**config.mk**
```make
export PLATFORM = sky130hd
export DESIGN_NAME = c_numeric_literal_classifier
export DESIGN_NICKNAME = d
export VERILOG_FILES = /design/src/design/ccl_pkg.sv /design/src/design/c_numeric_literal_classifier.sv
export SDC_FILE = /design/constraint.sdc
export NUM_CORES = 1
export LEC_CHECK = 0
export BUFFER_PORTS_ARGS = -buffer_cell sky130_fd_sc_hd__buf_2
export CORE_AREA = 8 8 94 104
export DETAILED_ROUTE_END_ITERATION = 10
export DIE_AREA = 0 0 102 112
export PLACE_DENSITY = 0.6
export SLEW_MARGIN = 10
export SYNTH_ARGS = -nofsm -noshare
export SYNTH_HDL_FRONTEND = slang
export SYNTH_SLANG_ARGS = --single-unit
```
**constraint.sdc**
```tcl
create_clock -name clk -period 4.5 [get_ports clk]
set_input_delay 0.45 -clock clk [delete_from_list [all_inputs] [get_ports clk]]
set_output_delay 0.45 -clock clk [all_outputs]
set_load 0.01 [all_outputs]
```
**src/design/ccl_pkg.sv**
```systemverilog
// Shared types, character codes and decode helpers for the numeric literal classifier.
package ccl_pkg;

  // Scan phase of the current token, one-hot coded.
  typedef enum logic [12:0] {
    PH_START   = 13'b0000000000001,
    PH_ZERO    = 13'b0000000000010,
    PH_HEX     = 13'b0000000000100,
    PH_INT     = 13'b0000000001000,
    PH_FRAC    = 13'b0000000010000,
    PH_EXPSIGN = 13'b0000000100000,
    PH_EXPDIG  = 13'b0000001000000,
    PH_FDONE   = 13'b0000010000000,
    PH_U       = 13'b0000100000000,
    PH_UL      = 13'b0001000000000,
    PH_L       = 13'b0010000000000,
    PH_LL      = 13'b0100000000000,
    PH_TAIL    = 13'b1000000000000
  } phase_t;

  typedef logic [3:0] cls_t;
  typedef logic [7:0] char_t;

  localparam cls_t CL_INT   = 4'd0;
  localparam cls_t CL_UINT  = 4'd1;
  localparam cls_t CL_LONG  = 4'd2;
  localparam cls_t CL_ULONG = 4'd3;
  localparam cls_t CL_LL    = 4'd4;
  localparam cls_t CL_ULL   = 4'd5;
  localparam cls_t CL_DBL   = 4'd6;
  localparam cls_t CL_FLT   = 4'd7;
  localparam cls_t CL_LDBL  = 4'd8;
  localparam cls_t CL_NONE  = 4'd9;

  localparam char_t CH_ZERO  = 8'h30;  // '0'
  localparam char_t CH_SEVEN = 8'h37;  // '7'
  localparam char_t CH_NINE  = 8'h39;  // '9'
  localparam char_t CH_DOT   = 8'h2e;  // '.'
  localparam char_t CH_PLUS  = 8'h2b;  // '+'
  localparam char_t CH_MINUS = 8'h2d;  // '-'
  localparam char_t CH_LO_A  = 8'h61;  // 'a'
  localparam char_t CH_LO_E  = 8'h65;  // 'e'
  localparam char_t CH_LO_F  = 8'h66;  // 'f'
  localparam char_t CH_LO_L  = 8'h6c;  // 'l'
  localparam char_t CH_LO_U  = 8'h75;  // 'u'
  localparam char_t CH_LO_X  = 8'h78;  // 'x'
  localparam char_t CASE_BIT = 8'h20;

  // Outcome of one character: next phase, class so far and an error to record.
  typedef struct packed {
    phase_t phase;
    cls_t   cls;
    logic   set_err;
  } step_t;

  function automatic logic is_dec(char_t c);
    return (c >= CH_ZERO) && (c <= CH_NINE);
  endfunction

  function automatic logic is_hexd(char_t c);
    char_t l;
    l = c | CASE_BIT;
    return is_dec(c) || ((l >= CH_LO_A) && (l <= CH_LO_F));
  endfunction

  function automatic logic is_letter(char_t c, char_t lower);
    return (c | CASE_BIT) == lower;
  endfunction

  // First character after an integer digit run.
  function automatic step_t int_suffix_start(char_t c);
    step_t s;
    if (is_letter(c, CH_LO_U)) begin
      s = '{PH_U, CL_UINT, 1'b0};
    end else if (is_letter(c, CH_LO_L)) begin
      s = '{PH_L, CL_LONG, 1'b0};
    end else begin
      s = '{PH_TAIL, CL_INT, 1'b1};
    end
    return s;
  endfunction

  // First character after a fraction or an exponent.
  function automatic step_t float_suffix(char_t c);
    step_t s;
    if (is_letter(c, CH_LO_F)) begin
      s = '{PH_FDONE, CL_FLT, 1'b0};
    end else if (is_letter(c, CH_LO_L)) begin
      s = '{PH_FDONE, CL_LDBL, 1'b0};
    end else begin
      s = '{PH_TAIL, CL_NONE, 1'b1};
    end
    return s;
  endfunction

  // Character in the leading decimal digit run, or just after it.
  function automatic step_t int_run(char_t c, cls_t cur);
    step_t s;
    if (is_dec(c)) begin
      s = '{PH_INT, cur, 1'b0};
    end else if (c == CH_DOT) begin
      s = '{PH_FRAC, CL_DBL, 1'b0};
    end else if (is_letter(c, CH_LO_E)) begin
      s = '{PH_EXPSIGN, CL_DBL, 1'b0};
    end else begin
      s = int_suffix_start(c);
    end
    return s;
  endfunction

endpackage

```
**src/design/c_numeric_literal_classifier.sv**
```systemverilog
// Top level: per-character scanner that classifies a C numeric constant token.
//
//   Channel  Direction  Signals                                    Meaning
//   in_      input      in_valid/in_ready, in_char_code,           one token character
//                       in_last_char
//   out_     output     out_valid/out_ready, out_const_class,      class of a finished token
//                       out_invalid
//
// One character is taken per cycle while in_ready is high; the scan state updates at the same edge.
// The class of a token is registered at the edge that takes its last character.
// Reset is synchronous, active low, and returns the scanner to the token start.
// A two-entry result buffer (output register plus skid) keeps input flowing while
// a result waits; in_ready drops only when both entries hold results.
module c_numeric_literal_classifier (
  input  logic            clk,
  input  logic            rst_n,
  input  logic            in_valid,
  output logic            in_ready,
  input  logic [7:0]      in_char_code,
  input  logic            in_last_char,
  output logic            out_valid,
  input  logic            out_ready,
  output ccl_pkg::cls_t   out_const_class,
  output logic            out_invalid
);
  import ccl_pkg::*;

  phase_t phase_r, phase_nxt;
  cls_t   class_r, class_nxt;
  logic   lz_r, lz_nxt;
  logic   nonoct_r, nonoct_nxt;
  logic   err_r, err_nxt;

  logic   out_valid_r;
  cls_t   out_class_r;
  logic   out_inv_r;
  logic   skid_valid_r;
  cls_t   skid_class_r;
  logic   skid_inv_r;

  step_t  st;
  logic   oct_bad;
  cls_t   res_class;
  logic   res_inv;
  logic   in_fire;
  logic   out_fire;
  logic   produce;

  assign in_ready  = !skid_valid_r;
  assign in_fire   = in_valid && in_ready;
  assign out_fire  = out_valid_r && out_ready;
  assign produce   = in_fire && in_last_char;

  always_comb begin
    st = '{phase_r, class_r, 1'b0};
    unique case (phase_r)
      PH_START: begin
        if (in_char_code == CH_ZERO) begin
          st.phase = PH_ZERO;
        end else begin
          st = int_run(in_char_code, class_r);
        end
      end
      PH_ZERO: begin
        if (is_letter(in_char_code, CH_LO_X)) begin
          st.phase = PH_HEX;
        end else begin
          st = int_run(in_char_code, class_r);
        end
      end
      PH_HEX: begin
        if (!is_hexd(in_char_code)) begin
          st = int_suffix_start(in_char_code);
        end
      end
      PH_INT: begin
        st = int_run(in_char_code, class_r);
      end
      PH_FRAC: begin
        if (is_letter(in_char_code, CH_LO_E)) begin
          st.phase = PH_EXPSIGN;
        end else if (!is_dec(in_char_code)) begin
          st = float_suffix(in_char_code);
        end
      end
      PH_EXPSIGN: begin
        if (in_char_code == CH_PLUS || in_char_code == CH_MINUS || is_dec(in_char_code)) begin
          st.phase = PH_EXPDIG;
        end else begin
          st = float_suffix(in_char_code);
        end
      end
      PH_EXPDIG: begin
        if (!is_dec(in_char_code)) begin
          st = float_suffix(in_char_code);
        end
      end
      PH_U: begin
        if (is_letter(in_char_code, CH_LO_L)) begin
          st.phase = PH_UL;
          st.cls   = CL_ULONG;
        end else begin
          st.phase   = PH_TAIL;
          st.set_err = 1'b1;
        end
      end
      PH_UL: begin
        st.phase = PH_TAIL;
        if (is_letter(in_char_code, CH_LO_L)) begin
          st.cls = CL_ULL;
        end else begin
          st.set_err = 1'b1;
        end
      end
      PH_L: begin
        if (is_letter(in_char_code, CH_LO_L)) begin
          st.phase = PH_LL;
          st.cls   = CL_LL;
        end else begin
          st.phase = PH_TAIL;
          if (is_letter(in_char_code, CH_LO_U)) begin
            st.cls = CL_ULONG;
          end else begin
            st.set_err = 1'b1;
          end
        end
      end
      PH_LL: begin
        st.phase = PH_TAIL;
        if (is_letter(in_char_code, CH_LO_U)) begin
          st.cls = CL_ULL;
        end else begin
          st.set_err = 1'b1;
        end
      end
      default: begin
        // Anything after a float suffix or a finished integer suffix is trailing junk.
        st.set_err = 1'b1;
      end
    endcase

    phase_nxt  = st.phase;
    class_nxt  = st.cls;
    err_nxt    = err_r | st.set_err;
    lz_nxt     = lz_r | ((phase_r == PH_START) && (in_char_code == CH_ZERO));
    nonoct_nxt = nonoct_r
               | (((phase_r == PH_START) || (phase_r == PH_ZERO) || (phase_r == PH_INT))
                  && is_dec(in_char_code) && (in_char_code > CH_SEVEN));

    // An octal integer with an 8 or 9 overrides whatever suffix came after it.
    oct_bad   = (class_nxt < CL_DBL) && lz_nxt && nonoct_nxt;
    res_class = oct_bad ? CL_INT : class_nxt;
    res_inv   = err_nxt | oct_bad;
  end

  always_ff @(posedge clk) begin
    if (!rst_n) begin
      phase_r  <= PH_START;
      class_r  <= CL_INT;
      lz_r     <= 1'b0;
      nonoct_r <= 1'b0;
      err_r    <= 1'b0;
    end else if (in_fire) begin
      if (in_last_char) begin
        phase_r  <= PH_START;
        class_r  <= CL_INT;
        lz_r     <= 1'b0;
        nonoct_r <= 1'b0;
        err_r    <= 1'b0;
      end else begin
        phase_r  <= phase_nxt;
        class_r  <= class_nxt;
        lz_r     <= lz_nxt;
        nonoct_r <= nonoct_nxt;
        err_r    <= err_nxt;
      end
    end
  end

  // Output register with one skid entry behind it.
  always_ff @(posedge clk) begin
    if (!rst_n) begin
      out_valid_r  <= 1'b0;
      skid_valid_r <= 1'b0;
    end else if (skid_valid_r) begin
      if (out_fire) begin
        out_valid_r  <= 1'b1;
        skid_valid_r <= 1'b0;
      end
    end else if (produce) begin
      if (!out_valid_r || out_fire) begin
        out_valid_r <= 1'b1;
      end else begin
        skid_valid_r <= 1'b1;
      end
    end else if (out_fire) begin
      out_valid_r <= 1'b0;
    end
  end

  always_ff @(posedge clk) begin
    if (skid_valid_r) begin
      if (out_fire) begin
        out_class_r <= skid_class_r;
        out_inv_r   <= skid_inv_r;
      end
    end else if (produce) begin
      if (!out_valid_r || out_fire) begin
        out_class_r <= res_class;
        out_inv_r   <= res_inv;
      end else begin
        skid_class_r <= res_class;
        skid_inv_r   <= res_inv;
      end
    end
  end

  assign out_valid       = out_valid_r;
  assign out_const_class = out_class_r;
  assign out_invalid     = out_inv_r;

  a_skid_behind_out: assert property (@(posedge clk) disable iff (!rst_n)
    skid_valid_r |-> out_valid_r)
    else $error("skid entry holds a result while the output register is empty");

  a_class_range: assert property (@(posedge clk) disable iff (!rst_n)
    out_valid_r |-> (out_class_r <= CL_NONE))
    else $error("result class out of range");

  a_unclassified_flagged: assert property (@(posedge clk) disable iff (!rst_n)
    (out_valid_r && (out_class_r == CL_NONE)) |-> out_inv_r)
    else $error("unclassified token not flagged invalid");

  a_token_restart: assert property (@(posedge clk) disable iff (!rst_n)
    produce |=> (phase_r == PH_START) && !err_r && !lz_r && !nonoct_r)
    else $error("scanner did not return to token start after last character");

  a_result_lands: assert property (@(posedge clk) disable iff (!rst_n)
    (produce && !out_valid_r) |=> out_valid_r && !skid_valid_r)
    else $error("result into an empty buffer did not reach the output register");

endmodule
```
# Word-level counts from Yosys, hierarchy flattened
# Index checks and enable logic that the tools add are counted.
# classes
n_addsub	0
mul	0
n_div	0
magnitude_cmp	6
n_eq_ne	23
n_shift	0
n_mux	51
n_bitwise	6
reduce_logical	27
# op_table
cell	count
case mux 17 bit (11 select lines)	1
2-to-1 mux 18 bit	9
2-to-1 mux 13 bit	6
2-to-1 mux 4 bit	10
== test 7 x 6 -> 1 bit (second input constant)	5
== test 8 x 6 -> 1 bit (second input constant)	4
2-to-1 mux 5 bit	4
2-to-1 mux 1 bit	19
2-to-1 mux 17 bit	1
== test 13 x 1 -> 1 bit (second input constant)	1
== test 13 x 10 -> 1 bit (second input constant)	1
== test 13 x 11 -> 1 bit (second input constant)	1
== test 13 x 12 -> 1 bit (second input constant)	1
== test 13 x 2 -> 1 bit (second input constant)	1
== test 13 x 3 -> 1 bit (second input constant)	1
== test 13 x 4 -> 1 bit (second input constant)	1
== test 13 x 5 -> 1 bit (second input constant)	1
== test 13 x 6 -> 1 bit (second input constant)	1
== test 13 x 7 -> 1 bit (second input constant)	1
== test 13 x 9 -> 1 bit (second input constant)	1
AND reduction 3 bit	4
nonzero test 12 bit	1
logical AND 1 bit	10
case mux 1 bit (10 select lines)	1
other kinds (15)	27
# word_totals
reg_bits	32
latch_bits	0
ram_bits	0
rom_bits	0
input_bits	13
out_inout_bits	7
elab_cells	124
memories	0

# Depth between registers and ports, before layout
# depth
ltp_word	15
mapped_depth	10
mapped_depth_nobuf	7

# Worst setup path before layout
# Ideal clock, no wire load.
# synth_path
kind	input port to flip-flop
start	input port in_char_code[1]
end	register out_class_r[0], in the netlist out_const_class[0], data pin
setup_ns	0.254
arrival_ns	2.706
required_time_ns	4.246
slack_ns	1.540
path_stages	9
path_buffers	2
cell_sequence	buf_2 -> buf_2 -> or3b_2 -> o21ai_1 -> a211o_1 -> nand2_1 -> o41a_1 -> or4_4 -> o21a_1
# synth_between
elab_chain_len	15
elab_cells_between_ends	50
cone_classes	6 x order compare; 9 x eq/ne; 23 x mux; 2 x bitwise; 10 x reduce/logical
# synth_rtl
element	line_no	rtl
start, declared	c_numeric_literal_classifier.sv:19	input logic [7:0] in_char_code,
== test 7 x 6 -> 1 bit	ccl_pkg.sv:67	return (c | CASE_BIT) == lower;
2-to-1 mux 18 bit	ccl_pkg.sv:75	end else if (is_letter(c, CH_LO_L)) begin
2-to-1 mux 18 bit	ccl_pkg.sv:73	if (is_letter(c, CH_LO_U)) begin
2-to-1 mux 18 bit	ccl_pkg.sv:103	end else if (is_letter(c, CH_LO_E)) begin
2-to-1 mux 18 bit	ccl_pkg.sv:101	end else if (c == CH_DOT) begin
2-to-1 mux 18 bit	ccl_pkg.sv:99	if (is_dec(c)) begin
2-to-1 mux 5 bit (on tied branches)	c_numeric_literal_classifier.sv:65, c_numeric_literal_classifier.sv:58	
case mux 17 bit (11 select lines)	c_numeric_literal_classifier.sv:56	unique case (phase_r)
< comparator 4 x 3 -> 1 bit	c_numeric_literal_classifier.sv:151	oct_bad = (class_nxt < CL_DBL) && lz_nxt && nonoct_nxt;
logical AND 1 bit (2 in series)	c_numeric_literal_classifier.sv:151	
2-to-1 mux 4 bit (*)	c_numeric_literal_classifier.sv:152	res_class = oct_bad ? CL_INT : class_nxt;
2-to-1 mux 4 bit (*)	c_numeric_literal_classifier.sv:208	if (!out_valid_r || out_fire) begin
2-to-1 mux 4 bit (*)	c_numeric_literal_classifier.sv:207	end else if (produce) begin
2-to-1 mux 4 bit (*)	c_numeric_literal_classifier.sv:202	if (skid_valid_r) begin
end signal, assigned	c_numeric_literal_classifier.sv:204	out_class_r <= skid_class_r;
end signal, assigned	c_numeric_literal_classifier.sv:209	out_class_r <= res_class;
end, declared	c_numeric_literal_classifier.sv:35	cls_t out_class_r;
# Every way passes the cells marked *; elsewhere a longest branch is shown, timed or not. The select of a mux whose other input is x is not followed.
# A chain may end at the register's enable or synchronous reset.

# Worst setup path in the final report
# layout_path
start	register phase_r[8]
end	register out_class_r[2], in the netlist out_const_class[2], data pin
# layout_between
elab_chain_len	11
elab_cells_between_ends	26
cone_classes	1 x order compare; 11 x eq/ne; 5 x mux; 2 x bitwise; 7 x reduce/logical
# layout_rtl
element	line_no	rtl
start, declared	c_numeric_literal_classifier.sv:28	phase_t phase_r, phase_nxt;
start signal, assigned	c_numeric_literal_classifier.sv:171	phase_r <= phase_nxt;
parallel branches: the longest is 7 deep, another holds < comparator 4 x 3 -> 1 bit	-	
2-to-1 mux 4 bit (*)	c_numeric_literal_classifier.sv:152	
2-to-1 mux 4 bit (*)	c_numeric_literal_classifier.sv:208	
2-to-1 mux 4 bit (*)	c_numeric_literal_classifier.sv:207	
2-to-1 mux 4 bit (*)	c_numeric_literal_classifier.sv:202	
# Every way passes the cells marked *. The select of a mux whose other input is x is not followed.

==> impl_metrics.py <==
metrics = {
    "floorplanning": {
        "chipHeight_um": 112,
        "die_w_um": 102,
        "start_util_pct": 33.8,
        "dieArea_mm2": 0.0114,
        "ioPinCount": 20,
        "core_mm2": 0.00815,
        "row_count": 35,
    },
    "route": {
        "vias": 2946,
        "wire_per_inst_um": 18.8,
        "drc_errors": 0,
        "viasPerCell": 6.19,
        "drtPass1Iterations": 5,
        "wirelength_mm": 8.97,
        "detail-route-antenna-nets": 0,
        "first_iter_violations": 293,
    },
    "synthesis": {
        "ys_seq_elements": 32,
        "syn-mean-instance-area_um2": 7.79,
        "synth_top_area_share_pct": 16.0,
        "synthArstFlopShare_pct": 0,
        "synth_seq_area_share_pct": 26.9,
        "ys_warn_count": 0,
        "synth.net_count": 366,
        "synthMostInstantiatedCell": "nand2_1",
        "yosys-top-cells-area": "dfxtp_1 (16%), edfxtp_1 (11%), nand2b_1 (3.6%), a21boi_0 (3.5%), nand2_1 (3.5%)",
        "syn_area_mm2": 0.00275,
        "ys.flop_type": "dfxtp_1",
        "ys_types": 69,
        "yosys.area.top_type": "dfxtp_1",
        "synth_edf_count": 10,
        "syn_inst": 353,
        "synthTopCellsByCount": "nand2_1 (26), dfxtp_1 (22), nor2_1 (22)",
    },
    "run_status": {
        "status": "completed",
    },
    "timing": {
        "fmax_ghz": 0.294,
        "clock-skew-final_ps": 12.1,
        "maxSlewViolCount": 0,
        "fin_crit_ps": 3400,
        "fin_tns_setup_ps": 0,
        "worst_slack_ps": 1100,
        "slew_headroom_pct": 44.5,
        "timing_hold_violations_final": 0,
        "timing.hold.ws_ps": 437,
        "setup_violations": 0,
        "rsz0062_at_grt": "no",
        "finalCritPeriodShare_pct": 75.6,
        "tightestPinTransition_ps": 825,
    },
    "cts": {
        "cts_hold_buf": 0,
        "numCtsBuffers": 5,
        "clock_latency_ps": 300,
        "clk_pin_slew_ps": 80,
        "clockRootBuffer": "clkbuf_8",
        "cts_resized": 0,
        "clk_path_buf_depth": 2,
        "htree_levels": 2,
        "clock_sinks": 32,
        "postCtsSetupBuffers": 0,
        "cts_tree": "yes",
    },
    "cells_and_area": {
        "area_growth_pct": 10.2,
        "design_area_mm2": 0.00303,
        "fillers": 878,
        "utilization_pct": 37.2,
        "diodes": 0,
        "fin_nets": 377,
        "drive_gt1_share_pct": 13.7,
    },
    "power": {
        "switching_share_pct": 31.2,
        "p_comb_share_pct": 19.1,
        "leakagePower_nw": 1.06,
        "p_per_area_mw_per_mm2": 217,
        "intPower_mw": 0.454,
        "ir_drop_mv": 0.0893,
        "clock_power_share_pct": 34.1,
        "switchingPower_mw": 0.206,
        "power_frac_seq_pct": 46.8,
    },
    "global_route": {
        "grt_pass1_wl_mm": 14.5,
        "grt_pass1_vias": 2701,
        "antenna_found_initial": 0,
        "grt.overflow.total": 0,
        "grt_max_degree": 20,
        "grt_usage_pct": 16.0,
    },
    "setup_path": {
        "crit_arrival_ps": 3430,
        "path_class": "flop to flop",
        "cpPeakStageDelay_ps": 510,
        "worstPathRequired_ps": 4530,
        "cp_max_fo": 12,
        "critPathTopFamily": "simple AND/OR/NAND/NOR gates",
        "worstSetupEndpointType": "flop",
        "path_common_cell": "nor3_1",
        "crit_path_start_kind": "flop",
        "path_depth": 7,
        "slowest_stage": "nor3_1",
        "reg2reg_depth": 7,
        "path_cells": "nor3_1 > nand3_1 > o22ai_1 > o21ai_2 > o41a_1 > nor3_1 > a31oi_1",
        "crit_buf_inv": 0,
    },
    "worst_hold_path": {
        "whs_path_depth": 4,
        "min_path_type": "primary input to flop",
    },
    "place": {
        "place_ws_ps": 1190,
        "place_hpwl_mm": 6.96,
        "io_buffers": 19,
        "dpl_cell_area_mm2": 0.00295,
        "gp_congestion": 0.951,
    },
    "run": {
        "max_cap_violations": 0,
    },
}
## worst reg2reg max path: cells and delay by family, from the launching register on
| kind | cells | cell delay, ps |
|---|---|---|
| AND/OR/NAND/NOR | 3 | 1410 |
| flip-flops | 1 | 370 |
| AO/OA/AOI/OAI | 4 | 1370 |
## sequential cells by signal, indices dropped and copies added, names as in the netlist
signal,cells
out_valid,1
out_const_class,4
skid_inv_r,1
class_r,4
phase_r,13
nonoct_r,1
out_invalid,1
skid_valid_r,1
err_r,1
lz_r,1
skid_class_r,4
## power groups by stage
stage | Combinational, mW | Sequential (mW) | Clock (mW)
6_report | 0.126 | 0.309 | 0.225
5_1_grt | 0.136 | 0.310 | 0.241
4_1_cts | 0.123 | 0.309 | 0.229
3_5_place_dp | 0.122 | 0.315 | 0
3_3_place_gp | 0.123 | 0.315 | 0
2_1_floorplan | 0.0839 | 0.314 | 0
## final timing paths
kind | end | slack [ps] | start
min | skid_valid_r | 440 | out_ready
max reg2reg | out_const_class[2] | 1100 | phase_r[8]
min reg2reg | lz_r | 470 | lz_r
max | out_const_class[2] | 1100 | phase_r[8]
## kinds of logic (layout without fill, tap and decap cells)
| kind of cell | count (synthesis) | in the layout | share of synthesized area [%] |
|---|---|---|---|
| multiplexers | 2 | 2 | 0.773 |
| AND/OR/NAND/NOR | 166 | 166 | 34.9 |
| flip-flops | 32 | 32 | 26.9 |
| buffers and inverters | 33 | 45 | 4.87 |
| XOR/XNOR | 5 | 5 | 1.59 |
| AO/OA/AOI/OAI | 115 | 115 | 30.9 |
## placed cells by master (no fill, tap or decap), types with 5 or more instances in the layout
cell,n
nand3_1,15
nand4_1,7
a22oi_1,8
inv_1,9
a21boi_0,13
o21ai_0,15
clkbuf_8,5
a21oi_1,19
dfxtp_1,22
nor2_1,22
buf_4,7
nor3_1,16
nand2b_1,16
o22ai_1,5
buf_2,19
edfxtp_1,10
nand2_1,26
and3_1,6
nor3b_1,6
nor2b_1,12
or3_1,8
## metal layers
layer | vias up | track usage, % | part of all wire [%]
met2 | 140 | 24.3 | 45
met4 | 0 | 9.02 | 5.1
met1 | 1387 | 20.9 | 43
met5 | - | 0 | 0
li1 | 1383 | - | -
met3 | 36 | 2.50 | 5.9
## cell type report
class                      instances  area, um2  area share, %
tap                              111        139           4.58
multi-input combinational        288       1880           61.9
timing repair buffer              26        148           4.87
clock inverter                     3       18.8          0.619
clock buffer                       5       68.8           2.27
sequential                        32        741           24.4
inverter                          11       41.3           1.36
## through the flow
stage	total power, mW	instances
after global routing	0.687	476
after CTS	0.660	476
after global placement	0.438	468
after detailed placement	0.437	468
after floorplan	0.397	353
final	0.659	476
Power figures use the tool's default switching activity.
